===== config.mk =====
export PLATFORM = sky130hd
export DESIGN_NAME = section_address_translator
export DESIGN_NICKNAME = d
export VERILOG_FILES = /design/src/sat_pkg.sv /design/src/sat_ram.sv /design/src/sat_ctrl.sv /design/src/sat_datapath.sv /design/src/section_address_translator.sv
export SDC_FILE = /design/constraint.sdc
export NUM_CORES = 2
export LEC_CHECK = 0
export BUFFER_PORTS_ARGS = -buffer_cell sky130_fd_sc_hd__buf_2
export CORE_ASPECT_RATIO = 2
export CORE_MARGIN = 8
export CORE_UTILIZATION = 55
export CTS_BUF_LIST = sky130_fd_sc_hd__clkbuf_8
export CTS_CLUSTER_SIZE = 20
export DETAILED_ROUTE_END_ITERATION = 6
export PLACE_DENSITY = 0.75
export SETUP_SLACK_MARGIN = 0.2
export SLEW_MARGIN = 20
export SYNTH_ARGS = -nofsm -noshare
export SYNTH_HDL_FRONTEND = slang
export SYNTH_SLANG_ARGS = --single-unit

===== constraint.sdc =====
create_clock -name clock -period 22 [get_ports clock]
set_input_delay 4.4 -clock clock [delete_from_list [all_inputs] [get_ports clock]]
set_output_delay 4.4 -clock clock [all_outputs]
set_load 0.03 [all_outputs]

===== src/sat_pkg.sv =====
// ----------------------------------------------------------------------------
// sat_pkg
// Shared types, codes and helpers of the section address translator.
// ----------------------------------------------------------------------------
package sat_pkg;

   localparam int DEFAULT_MAX_SECTIONS = 16;

   localparam int CSR_INDEX_W = 2;
   localparam int CSR_DATA_W  = 5;

   localparam logic [CSR_INDEX_W-1:0] CSR_FILE_ALIGN   = 2'd0;
   localparam logic [CSR_INDEX_W-1:0] CSR_SECT_ALIGN   = 2'd1;
   localparam logic [CSR_INDEX_W-1:0] CSR_HEADER_SLOTS = 2'd2;

   localparam logic [CSR_DATA_W-1:0] RESET_FILE_ALIGN   = 5'd9;
   localparam logic [CSR_DATA_W-1:0] RESET_SECT_ALIGN   = 5'd12;
   localparam logic [CSR_DATA_W-1:0] RESET_HEADER_SLOTS = 5'd16;

   localparam int REQ_DATA_W = 192;
   localparam int RSP_DATA_W = 160;

   typedef enum logic [1:0] {
      FUNC_LOAD   = 2'd0,
      FUNC_V2F    = 2'd1,
      FUNC_F2V    = 2'd2,
      FUNC_APPEND = 2'd3
   } func_type;

   typedef enum logic [1:0] {
      ST_OK        = 2'd0,
      ST_NOT_FOUND = 2'd1,
      ST_NO_ROOM   = 2'd2,
      ST_EMPTY     = 2'd3
   } status_type;

   // One section table entry as stored in the RAM.
   typedef struct packed {
      logic [31:0] rawsize;
      logic [31:0] rawptr;
      logic [31:0] vsize;
      logic [31:0] vaddr;
   } entry_type;

   // Commands from the controller to the datapath.
   typedef struct packed {
      logic       capture;
      logic       scan_inc;
      logic       rd_last;
      logic       check_en;
      logic       sum_en;
      logic       align_en;
      logic       total_en;
      logic       commit;
      status_type status;
   } sat_cmd_type;

   // Status from the datapath to the controller.
   typedef struct packed {
      func_type req_func;
      logic     count_zero;
      logic     count_full;
      logic     no_header_room;
      logic     scan_last;
      logic     hit;
      logic     out_free;
   } sat_sts_type;

   // Round v up to a multiple of 2**log2a, modulo 2**32.
   function automatic logic [31:0] round_up(input logic [31:0] v, input logic [4:0] log2a);
      logic [31:0] m;
      m = (32'd1 << log2a) - 32'd1;
      return (v + m) & ~m;
   endfunction

endpackage


===== src/sat_ram.sv =====
// ----------------------------------------------------------------------------
// sat_ram
// Generic single write port, single read port RAM with registered read data.
// ----------------------------------------------------------------------------
module sat_ram #(
   parameter int WIDTH = 32,
   parameter int DEPTH = 16,
   parameter int AW    = (DEPTH > 1) ? $clog2(DEPTH) : 1
) (
   input  logic             clock,
   input  logic             we,
   input  logic [AW-1:0]    waddr,
   input  logic [WIDTH-1:0] wdata,
   input  logic [AW-1:0]    raddr,
   output logic [WIDTH-1:0] rdata
);

   logic [WIDTH-1:0] mem_ff [DEPTH];
   logic [WIDTH-1:0] rdata_ff;

   always_ff @(posedge clock) begin
      if (we) begin
         mem_ff[waddr] <= wdata;
      end
      rdata_ff <= mem_ff[raddr];
   end

   assign rdata = rdata_ff;

endmodule


===== src/sat_ctrl.sv =====
// ----------------------------------------------------------------------------
// sat_ctrl
// Sequencer for load, translation scan and append of the section table.
// ----------------------------------------------------------------------------
module sat_ctrl (
   input  logic                clock,
   input  logic                reset,
   input  logic                req_tvalid,
   output logic                req_tready,
   input  sat_pkg::sat_sts_type sts,
   output sat_pkg::sat_cmd_type cmd
);

   import sat_pkg::*;

   typedef enum logic [7:0] {
      S_IDLE      = 8'b0000_0001,
      S_FETCH     = 8'b0000_0010,
      S_CHECK     = 8'b0000_0100,
      S_APP_READ  = 8'b0000_1000,
      S_APP_SUM   = 8'b0001_0000,
      S_APP_ALIGN = 8'b0010_0000,
      S_APP_TOTAL = 8'b0100_0000,
      S_FINISH    = 8'b1000_0000
   } state_type;

   state_type  state_ff, state_in;
   status_type stat_ff, stat_in;
   logic       accept;

   assign req_tready = (state_ff == S_IDLE);
   assign accept     = req_tvalid && req_tready;

   always_comb begin
      state_in     = state_ff;
      stat_in      = stat_ff;
      cmd          = '0;
      cmd.capture  = accept;
      cmd.status   = stat_ff;
      unique case (state_ff)
         S_IDLE: begin
            if (accept) begin
               unique case (sts.req_func) inside
                  FUNC_LOAD: begin
                     stat_in  = sts.count_full ? ST_NO_ROOM : ST_OK;
                     state_in = S_FINISH;
                  end
                  FUNC_V2F, FUNC_F2V: begin
                     if (sts.count_zero) begin
                        stat_in  = ST_NOT_FOUND;
                        state_in = S_FINISH;
                     end else begin
                        state_in = S_FETCH;
                     end
                  end
                  FUNC_APPEND: begin
                     if (sts.count_zero) begin
                        stat_in  = ST_EMPTY;
                        state_in = S_FINISH;
                     end else if (sts.no_header_room) begin
                        stat_in  = ST_NO_ROOM;
                        state_in = S_FINISH;
                     end else begin
                        stat_in  = ST_OK;
                        state_in = S_APP_READ;
                     end
                  end
                  default: state_in = S_IDLE;
               endcase
            end
         end
         S_FETCH: begin
            state_in = S_CHECK;
         end
         S_CHECK: begin
            cmd.check_en = 1'b1;
            if (sts.hit) begin
               stat_in  = ST_OK;
               state_in = S_FINISH;
            end else if (sts.scan_last) begin
               stat_in  = ST_NOT_FOUND;
               state_in = S_FINISH;
            end else begin
               cmd.scan_inc = 1'b1;
               state_in     = S_FETCH;
            end
         end
         S_APP_READ: begin
            cmd.rd_last = 1'b1;
            state_in    = S_APP_SUM;
         end
         S_APP_SUM: begin
            cmd.sum_en = 1'b1;
            state_in   = S_APP_ALIGN;
         end
         S_APP_ALIGN: begin
            cmd.align_en = 1'b1;
            state_in     = S_APP_TOTAL;
         end
         S_APP_TOTAL: begin
            cmd.total_en = 1'b1;
            state_in     = S_FINISH;
         end
         S_FINISH: begin
            if (sts.out_free) begin
               cmd.commit = 1'b1;
               state_in   = S_IDLE;
            end
         end
         default: state_in = S_IDLE;
      endcase
   end

   always_ff @(posedge clock) begin
      if (reset) begin
         state_ff <= S_IDLE;
         stat_ff  <= ST_OK;
      end else begin
         state_ff <= state_in;
         stat_ff  <= stat_in;
      end
   end

endmodule


===== src/sat_datapath.sv =====
// ----------------------------------------------------------------------------
// sat_datapath
// Section table storage, configuration registers, range check, alignment
// arithmetic and the result register.
// ----------------------------------------------------------------------------
module sat_datapath #(
   parameter int MAX_SECTIONS = sat_pkg::DEFAULT_MAX_SECTIONS
) (
   input  logic                               clock,
   input  logic                               reset,
   input  logic [sat_pkg::REQ_DATA_W-1:0]     req_tdata,
   input  logic [1:0]                         req_tuser,
   output logic                               rsp_tvalid,
   input  logic                               rsp_tready,
   output logic [sat_pkg::RSP_DATA_W-1:0]     rsp_tdata,
   output logic [1:0]                         rsp_tuser,
   input  logic                               csr_valid,
   input  logic [sat_pkg::CSR_INDEX_W-1:0]    csr_index,
   input  logic [sat_pkg::CSR_DATA_W-1:0]     csr_data,
   input  sat_pkg::sat_cmd_type               cmd,
   output sat_pkg::sat_sts_type               sts
);

   import sat_pkg::*;

   localparam int CNT_W = $clog2(MAX_SECTIONS + 1);
   localparam int IDX_W = (MAX_SECTIONS > 1) ? $clog2(MAX_SECTIONS) : 1;

   // Configuration registers.
   logic [CSR_DATA_W-1:0] fa_ff, fa_in, sa_ff, sa_in, hs_ff, hs_in;

   // Control registers.
   logic [CNT_W-1:0] count_ff, count_in;
   logic [IDX_W-1:0] scan_ff, scan_in;
   logic             rsp_valid_ff, rsp_valid_in;

   // Payload registers.
   func_type                func_ff, func_in;
   entry_type               entry_ff, entry_in;
   logic [31:0]             addr_ff, addr_in, asize_ff, asize_in;
   logic [31:0]             diff_ff, diff_in, tobase_ff, tobase_in;
   logic [31:0]             raw_end_ff, raw_end_in, virt_end_ff, virt_end_in;
   logic [31:0]             nrs_ff, nrs_in, asec_ff, asec_in;
   logic [31:0]             nro_ff, nro_in, nva_ff, nva_in, tot_ff, tot_in;
   status_type              rsp_status_ff, rsp_status_in;
   logic [RSP_DATA_W-1:0]   rsp_data_ff, rsp_data_in;

   // RAM and combinational helpers.
   entry_type        rd_entry, wr_entry;
   logic             ram_we;
   logic [IDX_W-1:0] raddr;
   logic [CNT_W-1:0] last_idx;
   logic [31:0]      from_base, from_size, to_base, from_end;
   logic             is_v2f, is_xlat, is_app, ok;

   sat_ram #(
      .WIDTH ($bits(entry_type)),
      .DEPTH (MAX_SECTIONS)
   ) u_table (
      .clock (clock),
      .we    (ram_we),
      .waddr (count_ff[IDX_W-1:0]),
      .wdata (wr_entry),
      .raddr (raddr),
      .rdata (rd_entry)
   );

   assign last_idx = count_ff - CNT_W'(1);
   assign raddr    = cmd.rd_last ? last_idx[IDX_W-1:0] : scan_ff;

   // Range check of the entry under scan.
   assign is_v2f    = (func_ff == FUNC_V2F);
   assign from_base = is_v2f ? rd_entry.vaddr  : rd_entry.rawptr;
   assign from_size = is_v2f ? rd_entry.vsize  : rd_entry.rawsize;
   assign to_base   = is_v2f ? rd_entry.rawptr : rd_entry.vaddr;
   assign from_end  = from_base + from_size;

   assign is_xlat = (func_ff == FUNC_V2F) || (func_ff == FUNC_F2V);
   assign is_app  = (func_ff == FUNC_APPEND);
   assign ok      = (cmd.status == ST_OK);

   assign ram_we = cmd.commit && ok && ((func_ff == FUNC_LOAD) || is_app);

   always_comb begin
      wr_entry = entry_ff;
      if (is_app) begin
         wr_entry.vaddr   = nva_ff;
         wr_entry.vsize   = asize_ff;
         wr_entry.rawptr  = nro_ff;
         wr_entry.rawsize = nrs_ff;
      end
   end

   always_comb begin
      sts.req_func       = func_type'(req_tuser);
      sts.count_zero     = (count_ff == '0);
      sts.count_full     = (count_ff == CNT_W'(MAX_SECTIONS));
      sts.no_header_room = sts.count_full || (32'(count_ff) >= 32'(hs_ff));
      sts.scan_last      = (CNT_W'(scan_ff) == last_idx);
      sts.hit            = (addr_ff >= from_base) && (addr_ff < from_end);
      sts.out_free       = !rsp_valid_ff || rsp_tready;
   end

   always_comb begin
      fa_in = fa_ff;
      sa_in = sa_ff;
      hs_in = hs_ff;
      if (csr_valid) begin
         unique case (csr_index)
            CSR_FILE_ALIGN:   fa_in = csr_data;
            CSR_SECT_ALIGN:   sa_in = csr_data;
            CSR_HEADER_SLOTS: hs_in = csr_data;
            default:          ;
         endcase
      end
   end

   always_comb begin
      count_in      = count_ff;
      scan_in       = scan_ff;
      rsp_valid_in  = rsp_valid_ff;
      func_in       = func_ff;
      entry_in      = entry_ff;
      addr_in       = addr_ff;
      asize_in      = asize_ff;
      diff_in       = diff_ff;
      tobase_in     = tobase_ff;
      raw_end_in    = raw_end_ff;
      virt_end_in   = virt_end_ff;
      nrs_in        = nrs_ff;
      asec_in       = asec_ff;
      nro_in        = nro_ff;
      nva_in        = nva_ff;
      tot_in        = tot_ff;
      rsp_status_in = rsp_status_ff;
      rsp_data_in   = rsp_data_ff;

      if (cmd.capture) begin
         func_in          = func_type'(req_tuser);
         entry_in.vaddr   = req_tdata[31:0];
         entry_in.vsize   = req_tdata[63:32];
         entry_in.rawptr  = req_tdata[95:64];
         entry_in.rawsize = req_tdata[127:96];
         addr_in          = req_tdata[159:128];
         asize_in         = req_tdata[191:160];
         scan_in          = '0;
      end
      if (cmd.scan_inc) begin
         scan_in = scan_ff + IDX_W'(1);
      end
      if (cmd.check_en) begin
         diff_in   = addr_ff - from_base;
         tobase_in = to_base;
      end
      if (cmd.sum_en) begin
         raw_end_in  = rd_entry.rawptr + rd_entry.rawsize;
         virt_end_in = rd_entry.vaddr + rd_entry.vsize;
         nrs_in      = round_up(asize_ff, fa_ff);
         asec_in     = round_up(asize_ff, sa_ff);
      end
      if (cmd.align_en) begin
         nro_in = round_up(raw_end_ff, fa_ff);
         nva_in = round_up(virt_end_ff, sa_ff);
      end
      if (cmd.total_en) begin
         tot_in = nva_ff + asec_ff;
      end

      if (rsp_tready) begin
         rsp_valid_in = 1'b0;
      end
      if (cmd.commit) begin
         rsp_valid_in  = 1'b1;
         rsp_status_in = cmd.status;
         rsp_data_in   = '0;
         if (ok && is_xlat) begin
            rsp_data_in[31:0] = diff_ff + tobase_ff;
         end
         if (ok && is_app) begin
            rsp_data_in[63:32]   = nva_ff;
            rsp_data_in[95:64]   = nro_ff;
            rsp_data_in[127:96]  = nrs_ff;
            rsp_data_in[159:128] = round_up(tot_ff, sa_ff);
         end
      end
      if (ram_we) begin
         count_in = count_ff + CNT_W'(1);
      end
   end

   always_ff @(posedge clock) begin
      if (reset) begin
         fa_ff        <= RESET_FILE_ALIGN;
         sa_ff        <= RESET_SECT_ALIGN;
         hs_ff        <= RESET_HEADER_SLOTS;
         count_ff     <= '0;
         rsp_valid_ff <= 1'b0;
      end else begin
         fa_ff        <= fa_in;
         sa_ff        <= sa_in;
         hs_ff        <= hs_in;
         count_ff     <= count_in;
         rsp_valid_ff <= rsp_valid_in;
      end
   end

   always_ff @(posedge clock) begin
      scan_ff       <= scan_in;
      func_ff       <= func_in;
      entry_ff      <= entry_in;
      addr_ff       <= addr_in;
      asize_ff      <= asize_in;
      diff_ff       <= diff_in;
      tobase_ff     <= tobase_in;
      raw_end_ff    <= raw_end_in;
      virt_end_ff   <= virt_end_in;
      nrs_ff        <= nrs_in;
      asec_ff       <= asec_in;
      nro_ff        <= nro_in;
      nva_ff        <= nva_in;
      tot_ff        <= tot_in;
      rsp_status_ff <= rsp_status_in;
      rsp_data_ff   <= rsp_data_in;
   end

   assign rsp_tvalid = rsp_valid_ff;
   assign rsp_tdata  = rsp_data_ff;
   assign rsp_tuser  = rsp_status_ff;

endmodule


===== src/section_address_translator.sv =====
// ----------------------------------------------------------------------------
// section_address_translator
// Executable-image section table with address translation and section append.
// ----------------------------------------------------------------------------
//
//  Channel | Direction | Handshake              | Payload
//  --------+-----------+------------------------+-----------------------------
//  req_    | in        | req_tvalid/req_tready  | tuser: func; tdata: entry,
//          |           |                        | lookup address, append size
//  rsp_    | out       | rsp_tvalid/rsp_tready  | tuser: status; tdata: results
//  csr_    | in        | csr_valid/csr_ready    | csr_index, csr_data
//
// A load or any early failure goes from accept straight to the result. A
// translation scans the entries in order until a hit or the last entry:
// the table RAM has one read port with registered data, so each entry costs
// a read step and a range-check step. An append is a read of the last entry
// followed by a four-step alignment chain.
// Reset is synchronous and active high; it empties the table and loads the
// default alignments and header slot count. Table contents are not cleared.
// A new word is accepted while the previous result waits on rsp_; a result
// that cannot leave holds the block in its final step until rsp_tready.
// The configuration port is always ready.
//
module section_address_translator #(
   parameter int MAX_SECTIONS = sat_pkg::DEFAULT_MAX_SECTIONS
) (
   input  logic                            clock,
   input  logic                            reset,
   // Request word.
   input  logic                            req_tvalid,
   output logic                            req_tready,
   // From bit 0: entry_virtual_address[31:0], entry_virtual_size[31:0],
   // entry_raw_pointer[31:0], entry_raw_size[31:0], lookup_address[31:0],
   // append_size[31:0].
   input  logic [sat_pkg::REQ_DATA_W-1:0]  req_tdata,
   // From bit 0: func[1:0].
   input  logic [1:0]                      req_tuser,
   // Response word.
   output logic                            rsp_tvalid,
   input  logic                            rsp_tready,
   // From bit 0: translated_address[31:0], new_virtual_address[31:0],
   // new_raw_offset[31:0], new_raw_size[31:0], image_size[31:0].
   output logic [sat_pkg::RSP_DATA_W-1:0]  rsp_tdata,
   // From bit 0: status[1:0].
   output logic [1:0]                      rsp_tuser,
   // Configuration writes.
   input  logic                            csr_valid,
   output logic                            csr_ready,
   input  logic [sat_pkg::CSR_INDEX_W-1:0] csr_index,
   input  logic [sat_pkg::CSR_DATA_W-1:0]  csr_data
);

   import sat_pkg::*;

   sat_cmd_type cmd;
   sat_sts_type sts;

   assign csr_ready = 1'b1;

   // The controller sequences each word; the datapath holds the table, the
   // configuration and the result register.
   sat_ctrl u_ctrl (
      .clock      (clock),
      .reset      (reset),
      .req_tvalid (req_tvalid),
      .req_tready (req_tready),
      .sts        (sts),
      .cmd        (cmd)
   );

   sat_datapath #(
      .MAX_SECTIONS (MAX_SECTIONS)
   ) u_datapath (
      .clock      (clock),
      .reset      (reset),
      .req_tdata  (req_tdata),
      .req_tuser  (req_tuser),
      .rsp_tvalid (rsp_tvalid),
      .rsp_tready (rsp_tready),
      .rsp_tdata  (rsp_tdata),
      .rsp_tuser  (rsp_tuser),
      .csr_valid  (csr_valid),
      .csr_index  (csr_index),
      .csr_data   (csr_data),
      .cmd        (cmd),
      .sts        (sts)
   );

`ifndef ASSERT_OFF
   // Every accepted word takes the block out of its ready state.
   a_busy_after_accept: assert property (@(posedge clock) disable iff (reset)
      (req_tvalid && req_tready) |=> !req_tready)
      else $error("request accepted while a word was still in progress");

   // A result is never written over one that is still waiting.
   a_no_overwrite: assert property (@(posedge clock) disable iff (reset)
      cmd.commit |-> (!rsp_tvalid || rsp_tready))
      else $error("result register overwritten before it was taken");

   // A failed word carries no append results.
   a_fail_zero: assert property (@(posedge clock) disable iff (reset)
      (rsp_tvalid && (rsp_tuser != ST_OK)) |-> (rsp_tdata[159:32] == '0))
      else $error("failed word carries nonzero append fields");
`endif

endmodule


==> results_dict.tcl <==
set metrics [dict create \
    status "finished clean" \
    clk_latency_ns 1.01 \
    via_count 73000 \
    yosysWarnings 0 \
    layout.cells.non_filler 11600 \
    post-place-cells 10900 \
    arrival_ns 8.37 \
    row_count 246 \
    ios 371 \
    slew_headroom_pct 22.3 \
    hold_viol_final 0 \
    synth_nets 8362 \
    worst_pin_slew_ns 1.16 \
    ctsHoldBuffers 0 \
    antenna_found_initial 43 \
    synth_edf_count 2696 \
    numCtsBuffers 381 \
    seq_area_frac_synth_pct 68.2 \
    drive_above_1_share_pct 20.8 \
    finalWorstPathRequiredPeriod_ns 7.78 \
    die_area_um2 241000 \
    async_flop_share_pct 0 \
    grt_max_degree 129 \
    nets 8911 \
    overflow 0 \
    cts_tree "built" \
    die_h_um 686 \
    routed_wl_um 341000 \
    grt_usage_pct 27.7 \
    ir_drop_uv 117 \
    crit_type "primary input to register" \
    gp_congestion 0.982 \
    maxCapViolCount 0 \
    core-area_um2 224000 \
    cts_resized 0 \
    synth_cells 7763 \
    grt_pass1_wl_um 486000 \
    grt_setup_unrepaired "no" \
    first_pass_iters 7 \
    clockBufferDepth 4 \
    fmax_mhz 129 \
    cts_max_level 5 \
    period_share_pct 35.4 \
    initial_core_util_pct 55.1 \
    hpwl_um 220000 \
    maxSlewViolCount 0 \
    tns_ns 0 \
    powerDensity_nw_per_um2 90.9 \
    drt_iter0_markers 9092 \
    syn2layout_area_growth_pct 10.8 \
    ys_ff_latch 2855 \
    routedWlPerCell_um 29.3 \
    grt_pass1_vias 70700 \
    crit_path_start_kind "primary input" \
    synthFlopType "edfxtp_1" \
    via_per_inst 6.28 \
    fin_worst_skew_ns 0.0786 \
    netlist-cell-type-count 93 \
    cts_root_buf "clkbuf_8" \
    postCtsSetupRepairBufs 0 \
    setup_viol 0 \
    syn_area_um2 123000 \
    cts.sinks 2855 \
    die_width_um 351 \
    crit_path_end_kind "register" \
    cp_data_required_time_ns 22.59 \
    final_antenna_net_count 0 \
    clk_pin_slew_ns 0.06 \
    hold_class "register to register" \
    syn_area_per_cell_um2 15.9 \
    io_buffers 369 \
    leakagePower_nw 48.5 \
    remaining_drc_errors 0 \
    cp_max_fo 50 \
]
## cell usage after synthesis (all sizes together) (13+ instances only)
library cell,n,share of area (%)
dfxtp,159,2.6
nand2,836,2.6
and3,253,1.3
mux4,482,8.8
nand4,25,0.13
ha,382,3.9
xnor2,176,1.2
mux2,200,1.8
o22ai,20,0.11
a21oi,263,1.1
o21a,54,0.33
o21bai,36,0.22
a21boi,15,0.091
clkbuf,192,0.58
nand2b,49,0.25
nor3,97,0.40
nor3b,13,0.079
nor4,13,0.066
inv,159,0.48
or2,16,0.081
nor2b,59,0.30
or3,17,0.087
mux2i,36,0.29
a31oi,155,0.79
buf,123,0.50
edfxtp,2696,66
a21o,180,1.1
and2,16,0.081
o31ai,19,0.12
o21ai,182,0.75
xor2,126,0.89
a311oi,34,0.24
a2111oi,14,0.11
nand3,94,0.39
nor2,376,1.1
a211oi,27,0.16
o211ai,15,0.095
## layout by cell type (no fill, tap or decap), types with 176 or more instances in the layout
master / n
a21o_1: 180
a21oi_1: 263
and3_1: 252
buf_2: 369
clkbuf_8: 428
edfxtp_1: 2696
ha_1: 379
inv_1: 257
mux2_2: 197
mux4_2: 482
nand2_1: 835
nor2_1: 361
xnor2_1: 176
## path summary, 6_finish.rpt
check                                                       from                                         end  slack (ns)  depth (start not counted)
worst min register to register  u_datapath.hs_ff[3]$_SDFFE_PP0P_            u_datapath.hs_ff[3]$_SDFFE_PP0P_        0.51                          2
worst min-delay path            u_datapath.hs_ff[3]$_SDFFE_PP0P_            u_datapath.hs_ff[3]$_SDFFE_PP0P_        0.51                          2
worst max register to register   u_datapath.func_ff[1]$_DFFE_PP_         u_datapath.scan_ff[0]$_SDFFCE_PN0P_       14.67                         26
worst max-delay path                                  rsp_tready  u_datapath.u_table.mem_ff[15][6]$_DFFE_PP_       14.22                          9
## cell families after synthesis
| logic type | count (synthesis) | share of synthesized area (%) |
|---|---|---|
| buffers and inverters | 475 | 1.57 |
| AO/OA/AOI/OAI | 1121 | 6.00 |
| AND/OR/NAND/NOR | 1896 | 7.06 |
| multiplexers | 718 | 10.9 |
| adder cells (fa/ha/maj) | 394 | 4.06 |
| flip-flops | 2855 | 68.2 |
| XOR/XNOR | 303 | 2.16 |
| other | 1 | 0.00304 |
## metrics by stage
step / hold slack (ns) / power (mW) / util, % / worst slack [ns] / area (µm²)
3_3_place_gp: 0.467 / 8.42 / 57.6 / 13.34 / 129000
4_1_cts: 0.502 / 12.4 / 61.1 / 14.36 / 137000
2_1_floorplan: 0.437 / 7.77 / - / 3.07 / 123000
3_5_place_dp: 0.488 / 8.45 / 57.6 / 13.32 / 129000
6_report: 0.506 / 12.4 / 61.1 / 14.22 / 137000
5_1_grt: 0.533 / 12.8 / 61.1 / 14.20 / 137000
## sequential cells by signal, indices dropped and copies added (netlist names), 4 cells and up
name / flops
u_datapath.hs_ff: 5
u_datapath.asec_ff: 32
u_datapath.fa_ff: 5
u_datapath.diff_ff: 32
u_datapath.tot_ff: 32
u_datapath.nrs_ff: 32
u_datapath.rsp_tdata: 160
u_datapath.count_ff: 5
u_datapath.virt_end_ff: 32
u_datapath.u_table.mem_ff: 2048
u_datapath.scan_ff: 4
u_datapath.tobase_ff: 32
u_datapath.addr_ff: 32
u_datapath.sa_ff: 5
u_datapath.nro_ff: 32
u_datapath.u_table.rdata: 128
u_datapath.nva_ff: 32
u_datapath.asize_ff: 32
u_datapath.raw_end_ff: 32
u_ctrl.state_ff: 8
u_datapath.entry_ff: 128
## report_power, final
part | internal (mW) | switching (mW)
sequential | 6.20 | 0.215
clock | 2.06 | 1.99
combinational | 0.767 | 1.20
## layer usage
layer	global-route usage [%]	vias up	wire, µm
met5	0	-	50
met4	14.1	8	19700
li1	-	31500	-
met3	6.03	690	37700
met2	42.6	4416	155000
met1	37.5	36400	128000
## final cells by class
type / instances / area, µm²
inverters: 160 / 614
well taps: 2976 / 3720
diodes: 29 / 72.6
clock inverters: 271 / 1820
multi-input cells: 4433 / 37500
fillers: 16100 / 87100
repair buffers: 481 / 2900
clock buffers: 428 / 5890
flip-flops and latches: 2855 / 84100
## critical path: stages
cell and delay (ns):
buf_2 0.08, nand2b_1 0.14, nor2b_4 0.16, and3_1 0.45
nand2_1 0.41, nor2_4 0.20, buf_4 0.57, buf_4 0.88
buf_4 0.86
Note: power is estimated with default switching activity, not from simulation.
